File: src/prtd_pkg.sv
`timescale 1ns / 1ps
// ----------------------------------------------------------------------------
// Plot tape record decoder package
// Shared widths, codes, limits and the result record type.
// ----------------------------------------------------------------------------
package prtd_pkg;

    // Record layout limits.
    localparam int unsigned GROUPS_PER_RECORD = 33;
    localparam int unsigned PAIRS_PER_TAG     = 6;

    // Field widths.
    localparam int unsigned WORD_W = 36;
    localparam int unsigned BYTE_W = 8;
    localparam int unsigned CHAR_W = 6;
    localparam int unsigned BITS_W = 32;
    localparam int unsigned PEN_W  = 3;
    localparam int unsigned KIND_W = 2;

    // Result kinds.
    localparam logic [KIND_W-1:0] KIND_POINT   = 2'd0;
    localparam logic [KIND_W-1:0] KIND_END     = 2'd1;
    localparam logic [KIND_W-1:0] KIND_NOTPLOT = 2'd2;
    localparam logic [KIND_W-1:0] KIND_FRAMING = 2'd3;

    // Configuration register indexes.
    localparam logic CFG_HEADER_FIRST  = 1'b0;
    localparam logic CFG_HEADER_SECOND = 1'b1;

    // One result item.
    typedef struct packed {
        logic                    valid;
        logic [KIND_W-1:0]       kind;
        logic [BITS_W-1:0]       x_bits;
        logic [BITS_W-1:0]       y_bits;
        logic signed [PEN_W-1:0] pen;
    } t_result;

endpackage

File: src/prtd_fp_conv.sv
`timescale 1ns / 1ps
// ----------------------------------------------------------------------------
// Float word converter
// Converts a 36-bit excess-128 floating word to an IEEE single bit pattern.
// ----------------------------------------------------------------------------
module prtd_fp_conv (
    input  logic [prtd_pkg::WORD_W-1:0] i_word,
    output logic [prtd_pkg::BITS_W-1:0] o_bits
);

    logic [7:0] w_exp;

    // Exponents below two, zero included, flush to +0; the leading fraction
    // bit is dropped rather than made implicit.
    assign w_exp  = i_word[34:27];
    assign o_bits = (w_exp < 8'd2) ? '0 : {i_word[35], w_exp - 8'd2, i_word[25:3]};

endmodule

File: src/prtd_decode.sv
`timescale 1ns / 1ps
// ----------------------------------------------------------------------------
// Record decoder
// Packs tape characters into words, walks the record layout and forms a
// result item for each point, end mark, header mismatch or framing error.
// ----------------------------------------------------------------------------
module prtd_decode (
    input  logic                               i_clk,
    input  logic                               i_rst_n,
    input  logic                               i_accept,
    input  logic [prtd_pkg::BYTE_W-1:0]        i_byte,
    input  logic                               i_cfg_we,
    input  logic                               i_cfg_addr,
    input  logic [prtd_pkg::WORD_W-1:0]        i_cfg_wdata,
    output prtd_pkg::t_result                  o_result
);

    // Record phases.
    localparam logic [2:0] PH_IDLE   = 3'd0;
    localparam logic [2:0] PH_HEADER = 3'd1;
    localparam logic [2:0] PH_TAG    = 3'd2;
    localparam logic [2:0] PH_X      = 3'd3;
    localparam logic [2:0] PH_Y      = 3'd4;
    localparam logic [2:0] PH_SKIP   = 3'd5;

    localparam logic [prtd_pkg::BYTE_W-1:0] END_MARK = 8'o217;

    logic [prtd_pkg::WORD_W-1:0] r_hdr_first, r_hdr_second;
    logic [2:0]                  r_phase, n_phase;
    logic [2:0]                  r_char_cnt, n_char_cnt;
    logic [prtd_pkg::WORD_W-1:0] r_word_buf, n_word_buf;
    logic [1:0]                  r_words, n_words;
    logic [prtd_pkg::WORD_W-1:0] r_tag, n_tag;
    logic [5:0]                  r_group_cnt, n_group_cnt;
    logic [2:0]                  r_pair_idx, n_pair_idx;
    logic [prtd_pkg::WORD_W-1:0] r_held_x, n_held_x;
    logic                        r_halted, n_halted;

    // A record mark restarts the record state before the character is used.
    logic                        w_rec;
    logic [2:0]                  w_phase;
    logic [2:0]                  w_char_cnt;
    logic [prtd_pkg::WORD_W-1:0] w_buf;
    logic [prtd_pkg::WORD_W-1:0] w_word;
    logic [prtd_pkg::WORD_W-1:0] w_held_x;
    logic [prtd_pkg::BITS_W-1:0] w_x_bits, w_y_bits;

    assign w_rec      = i_byte[7];
    assign w_phase    = w_rec ? PH_HEADER : r_phase;
    assign w_char_cnt = w_rec ? 3'd0 : r_char_cnt;
    assign w_buf      = w_rec ? '0 : r_word_buf;
    assign w_held_x   = w_rec ? '0 : r_held_x;
    assign w_word     = {w_buf[prtd_pkg::WORD_W-prtd_pkg::CHAR_W-1:0],
                         i_byte[prtd_pkg::CHAR_W-1:0]};

    prtd_fp_conv u_conv_x (
        .i_word (w_held_x),
        .o_bits (w_x_bits)
    );

    prtd_fp_conv u_conv_y (
        .i_word (w_word),
        .o_bits (w_y_bits)
    );

    // Next state and result for one tape byte.
    always_comb begin
        logic [1:0] v_words;
        logic [prtd_pkg::WORD_W-1:0] v_tag;
        logic [5:0] v_group;
        logic [2:0] v_pair;
        logic [2:0] v_pair_nx;
        logic [2:0] v_mag;

        v_words   = w_rec ? 2'd0 : r_words;
        v_tag     = w_rec ? '0 : r_tag;
        v_group   = w_rec ? 6'd0 : r_group_cnt;
        v_pair    = w_rec ? 3'd0 : r_pair_idx;
        v_pair_nx = v_pair + 3'd1;
        v_mag     = {1'b0, v_tag[1:0]};

        n_phase     = r_phase;
        n_char_cnt  = r_char_cnt;
        n_word_buf  = r_word_buf;
        n_words     = r_words;
        n_tag       = r_tag;
        n_group_cnt = r_group_cnt;
        n_pair_idx  = r_pair_idx;
        n_held_x    = r_held_x;
        n_halted    = r_halted;

        o_result        = '0;

        if (i_accept && !r_halted) begin
            if (i_byte == END_MARK) begin
                n_halted        = 1'b1;
                o_result.valid  = 1'b1;
                o_result.kind   = prtd_pkg::KIND_END;
            end else if (!w_rec && r_phase == PH_IDLE) begin
                n_halted        = 1'b1;
                o_result.valid  = 1'b1;
                o_result.kind   = prtd_pkg::KIND_FRAMING;
            end else begin
                n_phase     = w_phase;
                n_char_cnt  = w_char_cnt;
                n_word_buf  = w_buf;
                n_words     = v_words;
                n_tag       = v_tag;
                n_group_cnt = v_group;
                n_pair_idx  = v_pair;
                n_held_x    = w_held_x;
                if (w_phase != PH_SKIP) begin
                    n_word_buf = w_word;
                    if (w_char_cnt != 3'd5) begin
                        n_char_cnt = w_char_cnt + 3'd1;
                    end else begin
                        n_char_cnt = 3'd0;
                        // A whole word is in; use it according to the phase.
                        case (w_phase)
                            PH_HEADER: begin
                                if (v_words == 2'd0) begin
                                    n_words = 2'd1;
                                    if (w_word != r_hdr_first) begin
                                        n_halted       = 1'b1;
                                        o_result.valid = 1'b1;
                                        o_result.kind  = prtd_pkg::KIND_NOTPLOT;
                                    end
                                end else if (v_words == 2'd1) begin
                                    n_words = 2'd2;
                                    if (w_word != r_hdr_second) begin
                                        n_halted       = 1'b1;
                                        o_result.valid = 1'b1;
                                        o_result.kind  = prtd_pkg::KIND_NOTPLOT;
                                    end
                                end else begin
                                    n_words     = 2'd3;
                                    n_group_cnt = 6'd0;
                                    n_phase     = PH_TAG;
                                end
                            end
                            PH_TAG: begin
                                n_tag       = w_word;
                                n_pair_idx  = 3'd0;
                                n_group_cnt = v_group + 6'd1;
                                n_phase     = PH_X;
                            end
                            PH_X: begin
                                n_held_x = w_word;
                                n_phase  = PH_Y;
                            end
                            PH_Y: begin
                                n_tag      = v_tag >> prtd_pkg::CHAR_W;
                                n_pair_idx = v_pair_nx;
                                if (v_pair_nx >= 3'(prtd_pkg::PAIRS_PER_TAG)) begin
                                    n_phase = (v_group >= 6'(prtd_pkg::GROUPS_PER_RECORD))
                                              ? PH_SKIP : PH_TAG;
                                end else begin
                                    n_phase = PH_X;
                                end
                                o_result.valid  = 1'b1;
                                o_result.kind   = prtd_pkg::KIND_POINT;
                                o_result.x_bits = w_x_bits;
                                o_result.y_bits = w_y_bits;
                                o_result.pen    = v_tag[2] ? (3'd0 - v_mag) : v_mag;
                            end
                            default: begin
                                n_phase = w_phase;
                            end
                        endcase
                    end
                end
            end
        end
    end

    // Configuration registers.
    always_ff @(posedge i_clk) begin
        if (!i_rst_n) begin
            r_hdr_first  <= '0;
            r_hdr_second <= '0;
        end else if (i_cfg_we) begin
            if (i_cfg_addr == prtd_pkg::CFG_HEADER_FIRST) begin
                r_hdr_first <= i_cfg_wdata;
            end
            if (i_cfg_addr == prtd_pkg::CFG_HEADER_SECOND) begin
                r_hdr_second <= i_cfg_wdata;
            end
        end
    end

    // Decoder state.
    always_ff @(posedge i_clk) begin
        if (!i_rst_n) begin
            r_phase     <= PH_IDLE;
            r_char_cnt  <= '0;
            r_word_buf  <= '0;
            r_words     <= '0;
            r_tag       <= '0;
            r_group_cnt <= '0;
            r_pair_idx  <= '0;
            r_held_x    <= '0;
            r_halted    <= 1'b0;
        end else begin
            r_phase     <= n_phase;
            r_char_cnt  <= n_char_cnt;
            r_word_buf  <= n_word_buf;
            r_words     <= n_words;
            r_tag       <= n_tag;
            r_group_cnt <= n_group_cnt;
            r_pair_idx  <= n_pair_idx;
            r_held_x    <= n_held_x;
            r_halted    <= n_halted;
        end
    end

endmodule

File: src/plot_tape_record_decoder.sv
`timescale 1ns / 1ps
// A result is registered into the output register, or into the skid stage while the output waits.
// Throughput: one tape byte per cycle while the skid stage is empty.
// A two-entry output register and skid stage keep input flowing while a result waits.
// Reset is synchronous and active low; it clears the record state and both headers.
// ----------------------------------------------------------------------------
// Plot tape record decoder
// Decodes a 7-track plot tape byte stream into plot point, end and error results.
// ----------------------------------------------------------------------------
module plot_tape_record_decoder (
    input  logic        i_clk,
    input  logic        i_rst_n,
    input  logic        s_axis_tvalid,
    output logic        s_axis_tready,
    input  logic [7:0]  s_axis_tdata,   // tape_byte
    output logic        m_axis_tvalid,
    input  logic        m_axis_tready,
    output logic [71:0] m_axis_tdata,   // x_bits, y_bits, pen, zero fill
    output logic [1:0]  m_axis_tuser,   // kind
    input  logic        i_cfg_we,
    input  logic        i_cfg_addr,
    input  logic [35:0] i_cfg_wdata
);

    prtd_pkg::t_result w_result;
    prtd_pkg::t_result r_out, r_skid;
    logic              r_out_vld, n_out_vld;
    logic              r_skid_vld, n_skid_vld;
    logic              w_accept;

    assign s_axis_tready = !r_skid_vld;
    assign w_accept      = s_axis_tvalid && s_axis_tready;

    prtd_decode u_decode (
        .i_clk       (i_clk),
        .i_rst_n     (i_rst_n),
        .i_accept    (w_accept),
        .i_byte      (s_axis_tdata),
        .i_cfg_we    (i_cfg_we),
        .i_cfg_addr  (i_cfg_addr),
        .i_cfg_wdata (i_cfg_wdata),
        .o_result    (w_result)
    );

    // Output and skid occupancy.
    always_comb begin
        n_out_vld  = r_out_vld;
        n_skid_vld = r_skid_vld;
        if (r_out_vld && m_axis_tready) begin
            n_out_vld = 1'b0;
        end
        if (r_skid_vld && !n_out_vld) begin
            n_out_vld  = 1'b1;
            n_skid_vld = 1'b0;
        end
        if (w_result.valid) begin
            if (n_out_vld) begin
                n_skid_vld = 1'b1;
            end else begin
                n_out_vld = 1'b1;
            end
        end
    end

    always_ff @(posedge i_clk) begin
        if (!i_rst_n) begin
            r_out_vld  <= 1'b0;
            r_skid_vld <= 1'b0;
        end else begin
            r_out_vld  <= n_out_vld;
            r_skid_vld <= n_skid_vld;
        end
    end

    // Payload: skid moves forward first; a new result fills whichever is free.
    always_ff @(posedge i_clk) begin
        if (r_skid_vld && (!r_out_vld || m_axis_tready)) begin
            r_out <= r_skid;
        end else if (w_result.valid && (!r_out_vld || m_axis_tready)) begin
            r_out <= w_result;
        end
        if (w_result.valid && r_out_vld && !m_axis_tready) begin
            r_skid <= w_result;
        end
    end

    assign m_axis_tvalid = r_out_vld;
    assign m_axis_tuser  = r_out.kind;
    assign m_axis_tdata  = {5'd0, r_out.pen, r_out.y_bits, r_out.x_bits};

endmodule
File: config.mk
export PLATFORM = sky130hd
export DESIGN_NAME = plot_tape_record_decoder
export DESIGN_NICKNAME = d
export VERILOG_FILES = /design/src/prtd_pkg.sv /design/src/prtd_fp_conv.sv /design/src/prtd_decode.sv /design/src/plot_tape_record_decoder.sv
export SDC_FILE = /design/constraint.sdc
export NUM_CORES = 1
export LEC_CHECK = 0
export ABC_CLOCK_PERIOD_IN_PS = 19500
export BUFFER_PORTS_ARGS = -buffer_cell sky130_fd_sc_hd__buf_4
export CAP_MARGIN = 40
export CORE_MARGIN = 1.5
export CORE_UTILIZATION = 40
export DETAILED_ROUTE_END_ITERATION = 7
export SYNTH_ARGS = -nofsm -noshare
export SYNTH_HDL_FRONTEND = slang
export SYNTH_SLANG_ARGS = --single-unit
export TNS_END_PERCENT = 10
File: constraint.sdc
create_clock -name i_clk -period 19.5 [get_ports i_clk]
set_input_delay 0 -clock i_clk [delete_from_list [all_inputs] [get_ports i_clk]]
set_output_delay 0 -clock i_clk [all_outputs]
set_load 0.02 [all_outputs]
==> flow_metrics.py <==
metrics = {
    "clock_tree": {
        "numClockSinks": 310,
        "h_tree_depth_reported_by_cts": 2,
        "cts_setup_buffers": 0,
        "tritoncts": "done",
        "cts_repair_resize_count": 0,
        "cts.clk_slew.worst_paths_ns": 0.06,
        "clk_root_buffer_cell": "sky130_fd_sc_hd__clkbuf_16",
        "clock_latency_ns": 0.52,
        "cts_max_path_buffers": 3,
        "numCtsBuffers": 34,
        "hold_buffers": 50,
    },
    "worst_setup_path": {
        "cp_arrival_ns": 3.86,
        "worstRegToRegCells": 9,
        "critical_path.max_fanout": 69,
        "timing.setup.critical_path_class": "flop to flop",
        "end_kind": "flop",
        "crit_path_start_kind": "flop",
        "timing.rr.end": "r_skid[43]",
        "reg2reg_from": "u_decode.r_word_buf[18]",
        "r2r_setup_slack_ns": 15.79,
        "worstPathRequired_ns": 19.64,
        "cp-endpoint": "r_skid[43]",
        "critical_path_origin": "u_decode.r_word_buf[18]",
    },
    "grt": {
        "overflow": 0,
        "grt_pass1_wl_um": 58500,
        "grt_antenna_before_repair": 0,
        "globalRouteTotalUtil": 0.207,
        "grt_start_max_net_pins": 98,
        "vias_in_the_first_global_route": 10131,
    },
    "synthesis": {
        "synth-seq-area-share": 0.539,
        "synth.yosys.warnings": 0,
        "synth_flop_cell": "sky130_fd_sc_hd__dfxtp_1",
        "post_synthesis_cell_area_mm2": 0.0141,
        "synth.area.top_cells": "sky130_fd_sc_hd__edfxtp_1 (29%), sky130_fd_sc_hd__dfxtp_1 (24%), sky130_fd_sc_hd__nand2_1 (6.6%)",
        "synth_largest_area_cell": "sky130_fd_sc_hd__edfxtp_1",
        "syn-mean-instance-area_um2": 9.82,
        "synthDominantCellAreaShare": 0.294,
        "synth_cell_types": 62,
        "synthCells": 1434,
        "ys_async_sr_fraction": 0,
        "synth.ff_latch_count": 310,
        "synth_edf_count": 138,
    },
    "finish": {
        "drive_gt1_frac": 0.134,
        "n_antenna_cell": 0,
        "fin_nets": 1616,
        "area_growth_syn_to_layout_pct": 21.1,
        "layout.cells.non_filler": 2039,
        "mostFrequentLayoutCell": "sky130_fd_sc_hd__nand2_1",
        "finish.utilization": 0.492,
        "final_cell_mix": "sky130_fd_sc_hd__nand2_1 (249), sky130_fd_sc_hd__dfxtp_1 (172), sky130_fd_sc_hd__edfxtp_1 (138)",
        "fin_area_mm2": 0.0171,
    },
    "power": {
        "vdd_ir_drop_max_mv": 0.0611,
        "cellPowerDensity_mw_per_mm2": 88.3,
        "leakage_nw": 6.29,
    },
    "die": {
        "floorplan.rows": 68,
        "floorplan.die_area_mm2": 0.0363,
        "floorplan.die.width_um": 191,
        "die_y_um": 191,
        "design.portCount": 126,
        "starting_density": 0.406,
        "coreArea_mm2": 0.0346,
    },
    "route": {
        "detail_route.wirelength_um": 37700,
        "drt-initial-drc-count": 826,
        "routed_antenna_nets": 0,
        "drt-vias-per-instance": 5.35,
        "drc_errors": 0,
        "num_vias": 10903,
        "wl_cell_um": 18.5,
        "dr.pass1.iters": 5,
    },
    "timing": {
        "finalHoldViolations": 0,
        "final_critical_path_setup_slack_ns": 15.79,
        "layout_min_cycle_time_ns": 3.71,
        "tightestPinTransition_ns": 0.904,
        "period_share": 0.191,
        "grt_setup_unrepaired": "false",
        "relative_max_transition_margin": 0.397,
        "totalNegativeSetupSlack_ns": 0,
        "finalClockSkew_ns": 0.0144,
        "fmax_mhz": 269,
        "finalSetupViolCount": 0,
        "number_of_pins_with_negative_max_slew_slack_in_the_final_report": 0,
    },
    "placement": {
        "place_hpwl_um": 25100,
        "dp.cells": 1927,
        "placedInstanceArea_mm2": 0.0153,
        "port-buffer-count": 120,
        "dpl_worst_slack_ns": 15.37,
        "gp_congestion": 0.898,
    },
    "job": {
        "drv.max_cap_violation_count": 0,
    },
    "min_path": {
        "timing.hold.worst.class": "input pin to flop",
    },
    "outcome": {
        "status": "finished clean",
    },
}
[power by group]
part | total [mW] | internal (mW) | switching (mW)
clock | 0.692 | 0.426 | 0.266
combinational | 0.106 | 0.0445 | 0.0619
sequential | 0.708 | 0.693 | 0.0150
total | 1.51 | 1.16 | 0.343
[through the flow]
step / total power [mW] / hold slack [ns]
3_3_place_gp: 0.819 / 0.270
5_1_grt: 1.56 / 0.0881
6_report: 1.51 / 0.0526
3_5_place_dp: 0.821 / 0.280
2_1_floorplan: 0.778 / 0.145
4_1_cts: 1.52 / 0.0433
[final cells by class]
cell class | instances | area, µm²
clock buffers | 45 | 952
well taps | 455 | 569
flip-flops and latches | 310 | 7590
clock inverters | 17 | 259
repair buffers | 189 | 1560
inverters | 19 | 71.3
multi-input cells | 1004 | 6050
fillers | 3210 | 17600
[synthesized netlist by cell type, types with 3 or more instances]
cell type                   count
sky130_fd_sc_hd__buf_1          5
sky130_fd_sc_hd__and3_1         4
sky130_fd_sc_hd__a31oi_1       24
sky130_fd_sc_hd__clkbuf_1      84
sky130_fd_sc_hd__inv_1         18
sky130_fd_sc_hd__o22ai_1        3
sky130_fd_sc_hd__dfxtp_1      172
sky130_fd_sc_hd__nand4_1        7
sky130_fd_sc_hd__o211ai_1       3
sky130_fd_sc_hd__a21o_1        70
sky130_fd_sc_hd__xnor2_1       35
sky130_fd_sc_hd__nor2_1        88
sky130_fd_sc_hd__o21a_1         3
sky130_fd_sc_hd__o2111ai_1      4
sky130_fd_sc_hd__nand3_1       10
sky130_fd_sc_hd__nand2_1      249
sky130_fd_sc_hd__ha_1           8
sky130_fd_sc_hd__nor4bb_1      21
sky130_fd_sc_hd__nor3_1         8
sky130_fd_sc_hd__nand2b_1      15
sky130_fd_sc_hd__a21boi_0     106
sky130_fd_sc_hd__o32ai_1       17
sky130_fd_sc_hd__o21ai_1        5
sky130_fd_sc_hd__a32oi_1        3
sky130_fd_sc_hd__o21ai_0       49
sky130_fd_sc_hd__and2_1        66
sky130_fd_sc_hd__nor4_1         7
sky130_fd_sc_hd__buf_2         11
sky130_fd_sc_hd__nor2b_1       73
sky130_fd_sc_hd__a22oi_1       51
sky130_fd_sc_hd__buf_4          5
sky130_fd_sc_hd__o41ai_1        4
sky130_fd_sc_hd__o31ai_1        3
sky130_fd_sc_hd__xor2_1        11
sky130_fd_sc_hd__edfxtp_1     138
sky130_fd_sc_hd__nand3b_1       3
sky130_fd_sc_hd__a21oi_1       21
[state kept, by name, summed over array words and instances (netlist names)]
name	cells
u_decode.r_words	2
r_skid_vld	1
m_axis_tvalid	1
u_decode.r_pair_idx	3
u_decode.r_char_cnt	3
u_decode.r_halted	1
r_skid	69
m_axis_tdata	67
u_decode.r_tag	18
u_decode.r_group_cnt	6
u_decode.r_word_buf	30
u_decode.r_phase	3
u_decode.r_hdr_second	36
u_decode.r_held_x	32
u_decode.r_hdr_first	36
m_axis_tuser	2
[worst min path at each step]
stage,from,end,slack [ns],cells past startpoint
after CTS,s_axis_tdata[7],u_decode.r_phase[2],0.04,3
after floorplan,i_cfg_wdata[15],u_decode.r_hdr_first[15],0.14,2
after global placement,i_cfg_wdata[11],u_decode.r_hdr_second[11],0.27,3
after detailed placement,i_cfg_wdata[19],u_decode.r_hdr_first[19],0.28,3
final,i_rst_n,u_decode.r_hdr_first[16],0.05,2
after global routing,s_axis_tdata[7],u_decode.r_phase[2],0.09,3
[critical path, cell delays in order, from the launching register on]
cell	delay, ns
sky130_fd_sc_hd__dfxtp_1	0.64
sky130_fd_sc_hd__xnor2_1	0.13
sky130_fd_sc_hd__a31oi_1	0.21
sky130_fd_sc_hd__o32ai_1	0.11
sky130_fd_sc_hd__nand4_1	0.13
sky130_fd_sc_hd__o41ai_1	0.12
sky130_fd_sc_hd__o32ai_1	0.71
sky130_fd_sc_hd__a21boi_2	0.25
sky130_fd_sc_hd__a211oi_4	0.27
sky130_fd_sc_hd__buf_4	0.69
[layer usage]
metal  wire length [µm]  GRT usage
met5                  0          0
met4                938     0.0591
met3               2030     0.0283
met2              16700      0.322
met1              18000      0.301
[cell families (layout without fill, tap and decap cells)]
family                   after synthesis  in the layout  share of synthesized area
AND/OR/NAND/NOR                      566            566                      0.199
AO/OA/AOI/OAI                        378            378                      0.190
flip-flops                           310            310                      0.539
buffers and inverters                124            270                     0.0354
XOR/XNOR                              46             46                     0.0286
adder cells (fa/ha/maj)                8              8                    0.00711
other                                  1              5                   0.000266
multiplexers                           1              1                   0.000711
Power figures use the tool's default switching activity.
